## config.mk

```make
export PLATFORM = sky130hd
export DESIGN_NAME = touch_charge_time_sensor
export DESIGN_NICKNAME = d
export VERILOG_FILES = /design/src/hdl/tcts_pkg.sv /design/src/hdl/touch_charge_time_sensor.sv /design/src/hdl/tcts_seq.sv /design/src/hdl/tcts_debounce.sv
export SDC_FILE = /design/constraint.sdc
export NUM_CORES = 1
export LEC_CHECK = 0
export ABC_AREA = 1
export BUFFER_PORTS_ARGS = -buffer_cell sky130_fd_sc_hd__buf_2
export CAP_MARGIN = 40
export CORE_MARGIN = 4
export CORE_UTILIZATION = 30
export CTS_BUF_LIST = sky130_fd_sc_hd__clkbuf_4 sky130_fd_sc_hd__clkbuf_8
export DETAILED_ROUTE_END_ITERATION = 12
export PLACE_DENSITY = 0.48
export SYNTH_ARGS = -nofsm -noshare
export SYNTH_HDL_FRONTEND = slang
export SYNTH_SLANG_ARGS = --single-unit
export TNS_END_PERCENT = 50
```

## constraint.sdc

```tcl
create_clock -name clk -period 3.7 [get_ports clk]
set_clock_uncertainty 0.15 [all_clocks]
set_input_delay 0.74 -clock clk [delete_from_list [all_inputs] [get_ports clk]]
set_output_delay 0.74 -clock clk [all_outputs]
set_load 0.03 [all_outputs]
```

## src/hdl/tcts_pkg.sv

```systemverilog
// ----------------------------------------------------------------------------
// tcts_pkg
// Shared widths, register indexes and types of the charge-time touch sensor.
// ----------------------------------------------------------------------------
package tcts_pkg;

  localparam int SettleW  = 10;
  localparam int TimeoutW = 16;
  localparam int ThreshW  = 16;
  localparam int SmoothW  = 7;
  localparam int ElapsedW = 17;

  localparam int InDataW  = 8;
  localparam int OutDataW = 24;
  localparam int CfgIdxW  = 2;
  localparam int CfgDataW = 16;

  // Configuration register indexes.
  localparam logic [CfgIdxW-1:0] RegSettle  = 2'd0;
  localparam logic [CfgIdxW-1:0] RegTimeout = 2'd1;
  localparam logic [CfgIdxW-1:0] RegThresh  = 2'd2;
  localparam logic [CfgIdxW-1:0] RegSmooth  = 2'd3;

  // Completion event handed from the sequencer to the debounce logic.
  typedef struct packed {
    logic                done;
    logic [ElapsedW-1:0] elapsed;
  } tcts_meas_t;

endpackage

```

## src/hdl/touch_charge_time_sensor.sv

```systemverilog
// ----------------------------------------------------------------------------
// touch_charge_time_sensor
// RC charge-time capacitive touch sensor, one timer tick per input item.
// ----------------------------------------------------------------------------
//  Channel | Direction | Payload
//  in_     | sink      | tdata[0] sense_level, tdata[1] start_req
//  out_    | source    | tdata[0] drive, [1] busy, [2] done, [3] touched, [20:4] rise
//  cfg_    | sink      | cfg_index selects the register, cfg_wdata is written
//
// One item is taken every clock cycle while the output does not stall; each
// gives one result. The tick passes an input register, then the sequencer and
// debounce update their state as the result register loads. A stall on the
// output holds the result and the input register, and ready falls only when
// both are full. Reset clears state and loads the default configuration.
// ----------------------------------------------------------------------------
module touch_charge_time_sensor #(
  parameter int TIMER_BITS = 16
) (
  input  logic                             clk,
  input  logic                             rst_n,
  input  logic                             in_tvalid,
  output logic                             in_tready,
  input  logic [tcts_pkg::InDataW-1:0]     in_tdata,   // sense_level, start_req
  output logic                             out_tvalid,
  input  logic                             out_tready,
  output logic [tcts_pkg::OutDataW-1:0]    out_tdata,  // drive_level, busy_res,
                                                       // done_res, touched, rise_ticks
  input  logic                             cfg_wr_en,
  input  logic [tcts_pkg::CfgIdxW-1:0]     cfg_index,
  input  logic [tcts_pkg::CfgDataW-1:0]    cfg_wdata
);
  import tcts_pkg::*;

  logic [SettleW-1:0]  settle_ticks_r;
  logic [TimeoutW-1:0] timeout_ticks_r;
  logic [ThreshW-1:0]  touch_threshold_r;
  logic [SmoothW-1:0]  smooth_count_r;

  logic                in_valid_r;
  logic                sense_r;
  logic                start_r;
  logic                out_valid_r;
  logic [OutDataW-1:0] out_data_r, out_data_nxt;
  logic                advance;

  logic                drive_nxt;
  logic                busy_nxt;
  logic                touched_nxt;
  logic [ElapsedW-1:0] rise_nxt;
  tcts_meas_t          meas;

  always_ff @(posedge clk) begin
    if (!rst_n) begin
      settle_ticks_r    <= 10'd10;
      timeout_ticks_r   <= 16'd1000;
      touch_threshold_r <= 16'd50;
      smooth_count_r    <= 7'd3;
    end else if (cfg_wr_en) begin
      case (cfg_index)
        RegSettle:  settle_ticks_r    <= cfg_wdata[SettleW-1:0];
        RegTimeout: timeout_ticks_r   <= cfg_wdata[TimeoutW-1:0];
        RegThresh:  touch_threshold_r <= cfg_wdata[ThreshW-1:0];
        RegSmooth:  smooth_count_r    <= cfg_wdata[SmoothW-1:0];
        default: ;
      endcase
    end
  end

  // The held tick is processed when the result register is free or being emptied.
  assign advance   = in_valid_r && (!out_valid_r || out_tready);
  assign in_tready = !in_valid_r || advance;

  always_ff @(posedge clk) begin
    if (!rst_n) begin
      in_valid_r <= 1'b0;
    end else if (in_tready) begin
      in_valid_r <= in_tvalid;
    end
  end

  always_ff @(posedge clk) begin
    if (in_tready && in_tvalid) begin
      sense_r <= in_tdata[0];
      start_r <= in_tdata[1];
    end
  end

  tcts_seq #(
    .TIMER_BITS (TIMER_BITS)
  ) u_seq (
    .clk           (clk),
    .rst_n         (rst_n),
    .en            (advance),
    .sense         (sense_r),
    .start         (start_r),
    .settle_ticks  (settle_ticks_r),
    .timeout_ticks (timeout_ticks_r),
    .drive_nxt     (drive_nxt),
    .busy_nxt      (busy_nxt),
    .meas          (meas)
  );

  tcts_debounce u_debounce (
    .clk             (clk),
    .rst_n           (rst_n),
    .en              (advance),
    .meas            (meas),
    .touch_threshold (touch_threshold_r),
    .smooth_count    (smooth_count_r),
    .touched_nxt     (touched_nxt),
    .rise_nxt        (rise_nxt)
  );

  assign out_data_nxt = {3'b000, rise_nxt, touched_nxt, meas.done, busy_nxt, drive_nxt};

  always_ff @(posedge clk) begin
    if (!rst_n) begin
      out_valid_r <= 1'b0;
    end else if (advance) begin
      out_valid_r <= 1'b1;
    end else if (out_tready) begin
      out_valid_r <= 1'b0;
    end
  end

  always_ff @(posedge clk) begin
    if (advance) begin
      out_data_r <= out_data_nxt;
    end
  end

  assign out_tvalid = out_valid_r;
  assign out_tdata  = out_data_r;

  // A completed measurement leaves the sequencer idle.
  a_done_not_busy: assert property (@(posedge clk) disable iff (!rst_n)
    (out_tvalid && out_tdata[2]) |-> !out_tdata[1])
    else $error("done reported while still busy");

  // The rise is measured with the excitation pin high, and it stays high afterwards.
  a_done_drive_high: assert property (@(posedge clk) disable iff (!rst_n)
    (out_tvalid && out_tdata[2]) |-> out_tdata[0])
    else $error("done reported with drive low");

  // An empty input register always takes a new tick.
  a_empty_ready: assert property (@(posedge clk) disable iff (!rst_n)
    !in_valid_r |-> in_tready)
    else $error("input stalled with empty input register");

endmodule

```

## src/hdl/tcts_seq.sv

```systemverilog
// ----------------------------------------------------------------------------
// tcts_seq
// Measurement sequencer: settle, drive low, wait low, settle, drive high,
// then count the rise time of the sense pin.
// ----------------------------------------------------------------------------
module tcts_seq #(
  parameter int TIMER_BITS = 16
) (
  input  logic                               clk,
  input  logic                               rst_n,
  input  logic                               en,
  input  logic                               sense,
  input  logic                               start,
  input  logic [tcts_pkg::SettleW-1:0]       settle_ticks,
  input  logic [tcts_pkg::TimeoutW-1:0]      timeout_ticks,
  output logic                               drive_nxt,
  output logic                               busy_nxt,
  output tcts_pkg::tcts_meas_t               meas
);
  import tcts_pkg::*;

  localparam logic [2:0] PhIdle     = 3'd0;
  localparam logic [2:0] PhSettleLo = 3'd1;
  localparam logic [2:0] PhWaitLo   = 3'd2;
  localparam logic [2:0] PhSettleHi = 3'd3;
  localparam logic [2:0] PhWaitHi   = 3'd4;

  // The wait count saturates here; above 16 timer bits only the count width limits it.
  localparam logic [ElapsedW-1:0] ElapsedCap =
    (TIMER_BITS >= ElapsedW) ? {ElapsedW{1'b1}} : ElapsedW'(64'd1 << TIMER_BITS);

  logic [2:0]          phase_r, phase_nxt;
  logic [SettleW-1:0]  settle_cnt_r, settle_cnt_nxt;
  logic [ElapsedW-1:0] elapsed_r, elapsed_nxt;
  logic                drive_r;
  logic [ElapsedW-1:0] elapsed_inc;
  logic                wait_end;
  logic                target;
  logic                done;

  assign target      = (phase_r == PhWaitHi);
  assign elapsed_inc = (elapsed_r < ElapsedCap) ? elapsed_r + 1'b1 : elapsed_r;

  always_comb begin
    phase_nxt      = phase_r;
    settle_cnt_nxt = settle_cnt_r;
    elapsed_nxt    = elapsed_r;
    drive_nxt      = drive_r;
    done           = 1'b0;
    wait_end       = 1'b0;
    case (phase_r)
      PhIdle: begin
        if (start) begin
          settle_cnt_nxt = '0;
          phase_nxt      = PhSettleLo;
        end
      end
      PhSettleLo, PhSettleHi: begin
        if (settle_cnt_r >= settle_ticks) begin
          drive_nxt   = (phase_r == PhSettleHi);
          elapsed_nxt = '0;
          phase_nxt   = (phase_r == PhSettleHi) ? PhWaitHi : PhWaitLo;
        end else begin
          settle_cnt_nxt = settle_cnt_r + 1'b1;
        end
      end
      PhWaitLo, PhWaitHi: begin
        if (sense == target) begin
          wait_end = 1'b1;
        end else begin
          elapsed_nxt = elapsed_inc;
          wait_end    = (elapsed_inc > {1'b0, timeout_ticks}) || (elapsed_inc >= ElapsedCap);
        end
        if (wait_end) begin
          if (phase_r == PhWaitLo) begin
            settle_cnt_nxt = '0;
            phase_nxt      = PhSettleHi;
          end else begin
            done      = 1'b1;
            phase_nxt = PhIdle;
          end
        end
      end
      default: phase_nxt = PhIdle;
    endcase
  end

  assign busy_nxt     = (phase_nxt != PhIdle);
  assign meas.done    = done;
  assign meas.elapsed = elapsed_nxt;

  always_ff @(posedge clk) begin
    if (!rst_n) begin
      phase_r      <= PhIdle;
      settle_cnt_r <= '0;
      elapsed_r    <= '0;
      drive_r      <= 1'b0;
    end else if (en) begin
      phase_r      <= phase_nxt;
      settle_cnt_r <= settle_cnt_nxt;
      elapsed_r    <= elapsed_nxt;
      drive_r      <= drive_nxt;
    end
  end

endmodule

```

## src/hdl/tcts_debounce.sv

```systemverilog
// ----------------------------------------------------------------------------
// tcts_debounce
// Classifies each completed rise time and filters the reported touch state.
// ----------------------------------------------------------------------------
module tcts_debounce (
  input  logic                           clk,
  input  logic                           rst_n,
  input  logic                           en,
  input  tcts_pkg::tcts_meas_t           meas,
  input  logic [tcts_pkg::ThreshW-1:0]   touch_threshold,
  input  logic [tcts_pkg::SmoothW-1:0]   smooth_count,
  output logic                           touched_nxt,
  output logic [tcts_pkg::ElapsedW-1:0]  rise_nxt
);
  import tcts_pkg::*;

  logic                touched_r;
  logic [SmoothW-1:0]  mismatch_r, mismatch_nxt, mismatch_inc;
  logic [ElapsedW-1:0] rise_r;
  logic                raw;

  // A zero rise time means the pin was already high, which is taken as a touch.
  assign raw          = (meas.elapsed > {1'b0, touch_threshold}) || (meas.elapsed == '0);
  assign mismatch_inc = (mismatch_r != {SmoothW{1'b1}}) ? mismatch_r + 1'b1 : mismatch_r;

  always_comb begin
    touched_nxt  = touched_r;
    mismatch_nxt = mismatch_r;
    rise_nxt     = rise_r;
    if (meas.done) begin
      rise_nxt = meas.elapsed;
      if (raw == touched_r) begin
        mismatch_nxt = '0;
      end else begin
        mismatch_nxt = mismatch_inc;
        if (mismatch_inc >= smooth_count) begin
          touched_nxt = raw;
        end
      end
    end
  end

  always_ff @(posedge clk) begin
    if (!rst_n) begin
      touched_r  <= 1'b0;
      mismatch_r <= '0;
      rise_r     <= '0;
    end else if (en) begin
      touched_r  <= touched_nxt;
      mismatch_r <= mismatch_nxt;
      rise_r     <= rise_nxt;
    end
  end

endmodule

```

# Yosys cells after proc, flatten, opt, wreduce, memory -nomap -nowiden
# Cells that the tools add are included.
[totals]
regBits = 130
latchBits = 0
mem_bits_rw = 0
romBits = 0
out_inout_bits = 26
wordCells = 91
n_memories = 0
[op_classes]
n_addsub = 3
n_mul = 0
div = 0
order_cmp = 6
eq_ne = 14
n_shift = 0
muxes = 30
n_bitwise = 0
n_reduce_logical = 22
[ops]
columns = ["operator", "n"]
rows = [
  ["two-way mux 17 bit", 4],
  ["two-way mux 10 bit", 4],
  ["> comparator 17 x 16 -> 1 bit", 2],
  ["case mux 17 bit (2 select lines)", 1],
  ["case mux 10 bit (3 select lines)", 1],
  ["adder 17 x 1 -> 17 bit (second input constant)", 1],
  ["greater-or-equal comparator 17 bit (second input constant)", 1],
  ["logical NOT 17 bit", 1],
  ["< comparator 17 bit (second input constant)", 1],
  ["two-way mux 7 bit", 2],
  ["two-way mux 1 bit", 12],
  ["two-way mux 3 bit", 4],
  ["adder 10 x 1 -> 10 bit (second input constant)", 1],
  ["greater-or-equal comparator 10 bit", 1],
  ["AND reduction 2 bit", 5],
  ["case mux 3 bit (3 select lines)", 1],
  ["adder 7 x 1 -> 7 bit (second input constant)", 1],
  ["greater-or-equal comparator 7 bit", 1],
  ["!= test 7 bit (second input constant)", 1],
  ["== test 3 x 2 -> 1 bit (second input constant)", 2],
  ["AND reduction 6 bit", 1],
  ["nonzero test 3 bit", 2],
  ["== test 2 bit (second input constant)", 2],
  ["logical OR 1 bit", 4],
  ["13 further kinds", 19],
]

# Longest topological paths before layout
[logic_depth]
ltp_word = 9
ltp_mapped = 27
ltp_nobuf = 27

# By module
# A second synthesis with hierarchy kept.
[hier_totals]
hier_cells = 1201
hier_area_um2 = 7987.7
[by_module_without_submodules]
columns = ["module", "n_inst", "cells_per_inst", "area_each_um2", "seq_area_each_um2"]
rows = [
  ["tcts_seq", 1, 559, 3221.8, 620.6],
  ["touch_charge_time_sensor", 1, 337, 2797.7, 1711.6],
  ["tcts_debounce", 1, 305, 1968.1, 500.5],
]

# Least setup slack after synthesis
# Ideal clock, no wire load.
[synth_timing]
kind = "reg2reg"
startpoint = "register u_seq.settle_cnt_r[5]"
endpoint = "register out_data_r[3], in the netlist out_tdata[3], data pin"
setup_time_ns = 0.259
arrival_time_ns = 2.767
t_required_ns = 3.291
slack_ns = 0.524
path_stages_with_launch = 25
n_path_buf = 1
cell_sequence = "dfxtp_1 > ha_1 > nand2_1 > inv_1 > nand2_1 > nand2_1 > nand2_1 > nand4_1 > nand2_2 > buf_6 > nand2_1 > nand2_1 > ha_1 > a21oi_1 > o21ai_0 > nor2_1 > nor2_1 > o21ai_0 > nand2_1 > nand2_1 > nand2_1 > a21oi_1 > nand2_1 > o21ai_0 > inv_1"
[synth_lines]
columns = ["item", "line", "rtl"]
rows = [
  ["from (decl)", "tcts_seq.sv:33", "logic [SettleW-1:0] settle_cnt_r, settle_cnt_nxt;"],
  ["from (signal assigned)", "tcts_seq.sv:100", "settle_cnt_r <= settle_cnt_nxt;"],
  ["to (signal assigned)", "touch_charge_time_sensor.sv:128", "out_data_r <= out_data_nxt;"],
  ["to (decl)", "touch_charge_time_sensor.sv:43", "logic [OutDataW-1:0] out_data_r, out_data_nxt;"],
]

==> results.cfg <==
[cts]
clock-sinks = 130
clk_pin_slew_ps = 80
cts_buffers = 17
clkLatencyLatePin_ps = 450
cts_root_buf = clkbuf_8
htree_levels = 4
ctsHoldBuffers = 0
cts_max_path_buffers = 2
cts_tree = done

[logic_synthesis]
synth_top_area_cell = dfxtp_1
synth-seq-cells = 130
netlist_area_um2 = 7260
avgSynthCellArea_um2 = 7.23
yosys_warnings = 0
synthArstFlopShare_pct = 0
synth-main-ff-cell = dfxtp_1
synthTopCellsByArea = dfxtp_1 (30%), nand2_1 (13%), edfxtp_1 (9.5%), ha_1 (9.0%), inv_1 (7.6%)
seq_area_frac_synth_pct = 39.0
synth_cell_type_count = 42
synth_edf_count = 23
yosysTopAreaCellShare_pct = 29.5
synth_cells = 1004
synth.most_common_cell = nand2_1
ys_top_cells_by_count = nand2_1 (255), inv_1 (147), dfxtp_1 (107)

[setup_path]
worst_r2r_endpoint = out_tdata[3]$_DFFE_PP_
ff2ff_path_depth = 20
r2r_setup_slack_ps = 290
cp_max_fo = 7
arrival_ps = 3460
cp.required_ps = 3750
worst-setup-path-type = reg2reg
cp-start-kind = flop
crit_path_end_kind = flop
reg2reg_from = settle_ticks_r[9]$_SDFFE_PN0P_

[floorplanning]
die_x_um = 164
ios = 57
dieArea_um2 = 26700
core_um2 = 23600
start_util_pct = 30.7
rows = 56
die_y_um = 164

[global_routing]
grt_max_degree = 56
grt_pass1_wl_um = 31800
grt_pass1_vias = 5924
grtUsageTotal_pct = 15.2
antenna_found_initial = 0
grt_overflow = 0

[sta]
drv_slew = 0
hold_violations = 0
fmax_mhz = 293
worst_slew_margin_rel_pct = 52.2
worstMarginPinSlew_ps = 717
final-setup-viol-count = 0
period_share_pct = 92.1
fin_hold_ws_ps = 313
post-route-min-period_ps = 3410

[status]
status = finished clean

[routing]
ant_nets = 0
route.detailed.drc = 0
drt_iter0_markers = 354
num_vias = 6432
wl_um = 19500
drt-pass1-iter-count = 5
wl_per_cell_um = 13.7
viasPerCell = 4.52

[min_path]
hold_path_end = start_r$_DFFE_PP_
min_path_cells = 1
hold_path.class = in2reg
worstHoldStart = in_tdata[1]

[pwr]
p_comb_share_pct = 19.7
p_leak_uw = 0.00401
p_int_uw = 2350
p_seq_share_pct = 44.7
p_total_uw = 3450
vdd_drop_max_mv = 0.200
p_sw_uw = 1100
p_per_area_nw_per_um2 = 400
swShare_pct = 31.9
power_frac_clock_pct = 35.6

[job]
drv_cap = 0

[placement]
gp_congestion = 0.830
dpl.cell_count = 1383
hpwlAfterDp_um = 14500
portBuffers = 47
dpl_cell_area_um2 = 8080

[finish]
postLayoutCoreUtil_pct = 36.5
antenna_cells = 0
drive_above_1_share_pct = 16.8
final_area_um2 = 8620
syn_to_final_growth_pct = 18.8
finalNetCount = 1175
final_cells = 1424
-- worst max-delay path by stage --
stage	start	endpoint	slack (ps)	cells past startpoint
floorplan	u_seq.settle_cnt_r[5]$_SDFFE_PN0P_	out_tdata[3]$_DFFE_PP_	520	24
global placement	settle_ticks_r[9]$_SDFFE_PN0P_	out_tdata[3]$_DFFE_PP_	80	20
detailed placement	settle_ticks_r[9]$_SDFFE_PN0P_	out_tdata[3]$_DFFE_PP_	-10	22
CTS	settle_ticks_r[9]$_SDFFE_PN0P_	out_tdata[3]$_DFFE_PP_	50	22
global route	settle_ticks_r[9]$_SDFFE_PN0P_	u_debounce.mismatch_r[0]$_SDFFE_PN0P_	-10	25
finish	settle_ticks_r[9]$_SDFFE_PN0P_	out_tdata[3]$_DFFE_PP_	290	20
-- per-layer routing --
| metal | GRT usage (%) | routed length, um | vias to the layer above |
|---|---|---|---|
| li1 | - | - | 3436 |
| met1 | 21.0 | 9750 | 2882 |
| met2 | 23.9 | 8720 | 92 |
| met3 | 3.05 | 701 | 22 |
| met4 | 4.69 | 369 | 0 |
| met5 | 0 | 0 | - |
-- power by group through the flow --
stage	Clock, uW	Sequential, uW	Combinational (uW)
detailed placement	0	1570	648
floorplan	0	1590	400
global route	1350	1550	777
global placement	0	1570	643
finish	1230	1540	681
CTS	1270	1540	653
-- flip-flops by register name (all words and copies together), names as in the netlist, 3 cells and up --
signal	count
u_seq.elapsed_r	17
out_tdata	21
touch_threshold_r	16
smooth_count_r	7
u_debounce.rise_r	17
u_seq.phase_r	3
timeout_ticks_r	16
settle_ticks_r	10
u_seq.settle_cnt_r	10
u_debounce.mismatch_r	7
-- stage by stage --
stage                     TNS [ps]  setup WS, ps
after floorplan                  0           524
after global placement           0          79.3
after detailed placement     -10.3         -10.3
after CTS                        0          48.9
after global routing         -16.1         -9.82
final                            0           292
-- area by class of cell --
type / instances / area (um^2)
tap: 319 / 399
sequential: 130 / 2830
multi-input combinational: 688 / 3770
inverter: 156 / 588
fill: 2526 / 15000
timing repair buffer: 99 / 633
clock inverter: 15 / 160
clock buffer: 17 / 234
-- cell families after synthesis --
| family | after synthesis | synth area share (%) |
|---|---|---|
| DFF | 130 | 39.0 |
| other | 1 | 0.0517 |
| AOI/OAI and AO/OA | 222 | 16.4 |
| xor gates and xnor gates | 13 | 1.83 |
| buffers and inverters | 189 | 10.2 |
| adders and majority gates | 52 | 8.96 |
| and+or+nand+nor | 397 | 23.5 |
-- timing repair --
action	CTS	global route
setup buffers	0	8
endpoints found under the setup margin	1	53
gates cloned	0	1
gates resized for setup	1	30
pin swaps	0	8
-- placed cells by master (no fill, tap or decap), types with 3 or more instances in the layout --
| master | count |
|---|---|
| nand3_1 | 28 |
| nor3b_1 | 3 |
| o21ai_1 | 11 |
| ha_1 | 52 |
| nand3_2 | 3 |
| o21ai_0 | 78 |
| inv_1 | 146 |
| clkinv_2 | 3 |
| o22ai_1 | 3 |
| inv_6 | 3 |
| clkinv_4 | 5 |
| o211ai_1 | 20 |
| xor2_1 | 9 |
| a21oi_1 | 95 |
| edfxtp_1 | 23 |
| conb_1 | 3 |
| nand4_1 | 11 |
| nand2_4 | 3 |
| nand2_1 | 248 |
| a21oi_2 | 5 |
| buf_2 | 47 |
| nor2_1 | 50 |
| nand2_2 | 13 |
| nor2_4 | 4 |
| inv_2 | 8 |
| buf_4 | 50 |
| clkbuf_8 | 17 |
| nor3_1 | 12 |
| dfxtp_1 | 107 |
| nor2_2 | 14 |
-- critical path, cell delays in order, from the launching register on --
cell and delay, ps:
dfxtp_1 320, inv_1 60, ha_1 300, nand2_1 110, inv_1 60, a21oi_2 170, nand4_1 110, buf_4 180
nand2_4 130, buf_4 130, buf_4 100, nand2_1 50, nand2_1 120, ha_1 250, a21o_1 190, a21oi_2 180
nand2_1 90, a21oi_2 140, nand2_1 90, o21ai_1 180, inv_1 70
(Power assumes the default switching activity.)
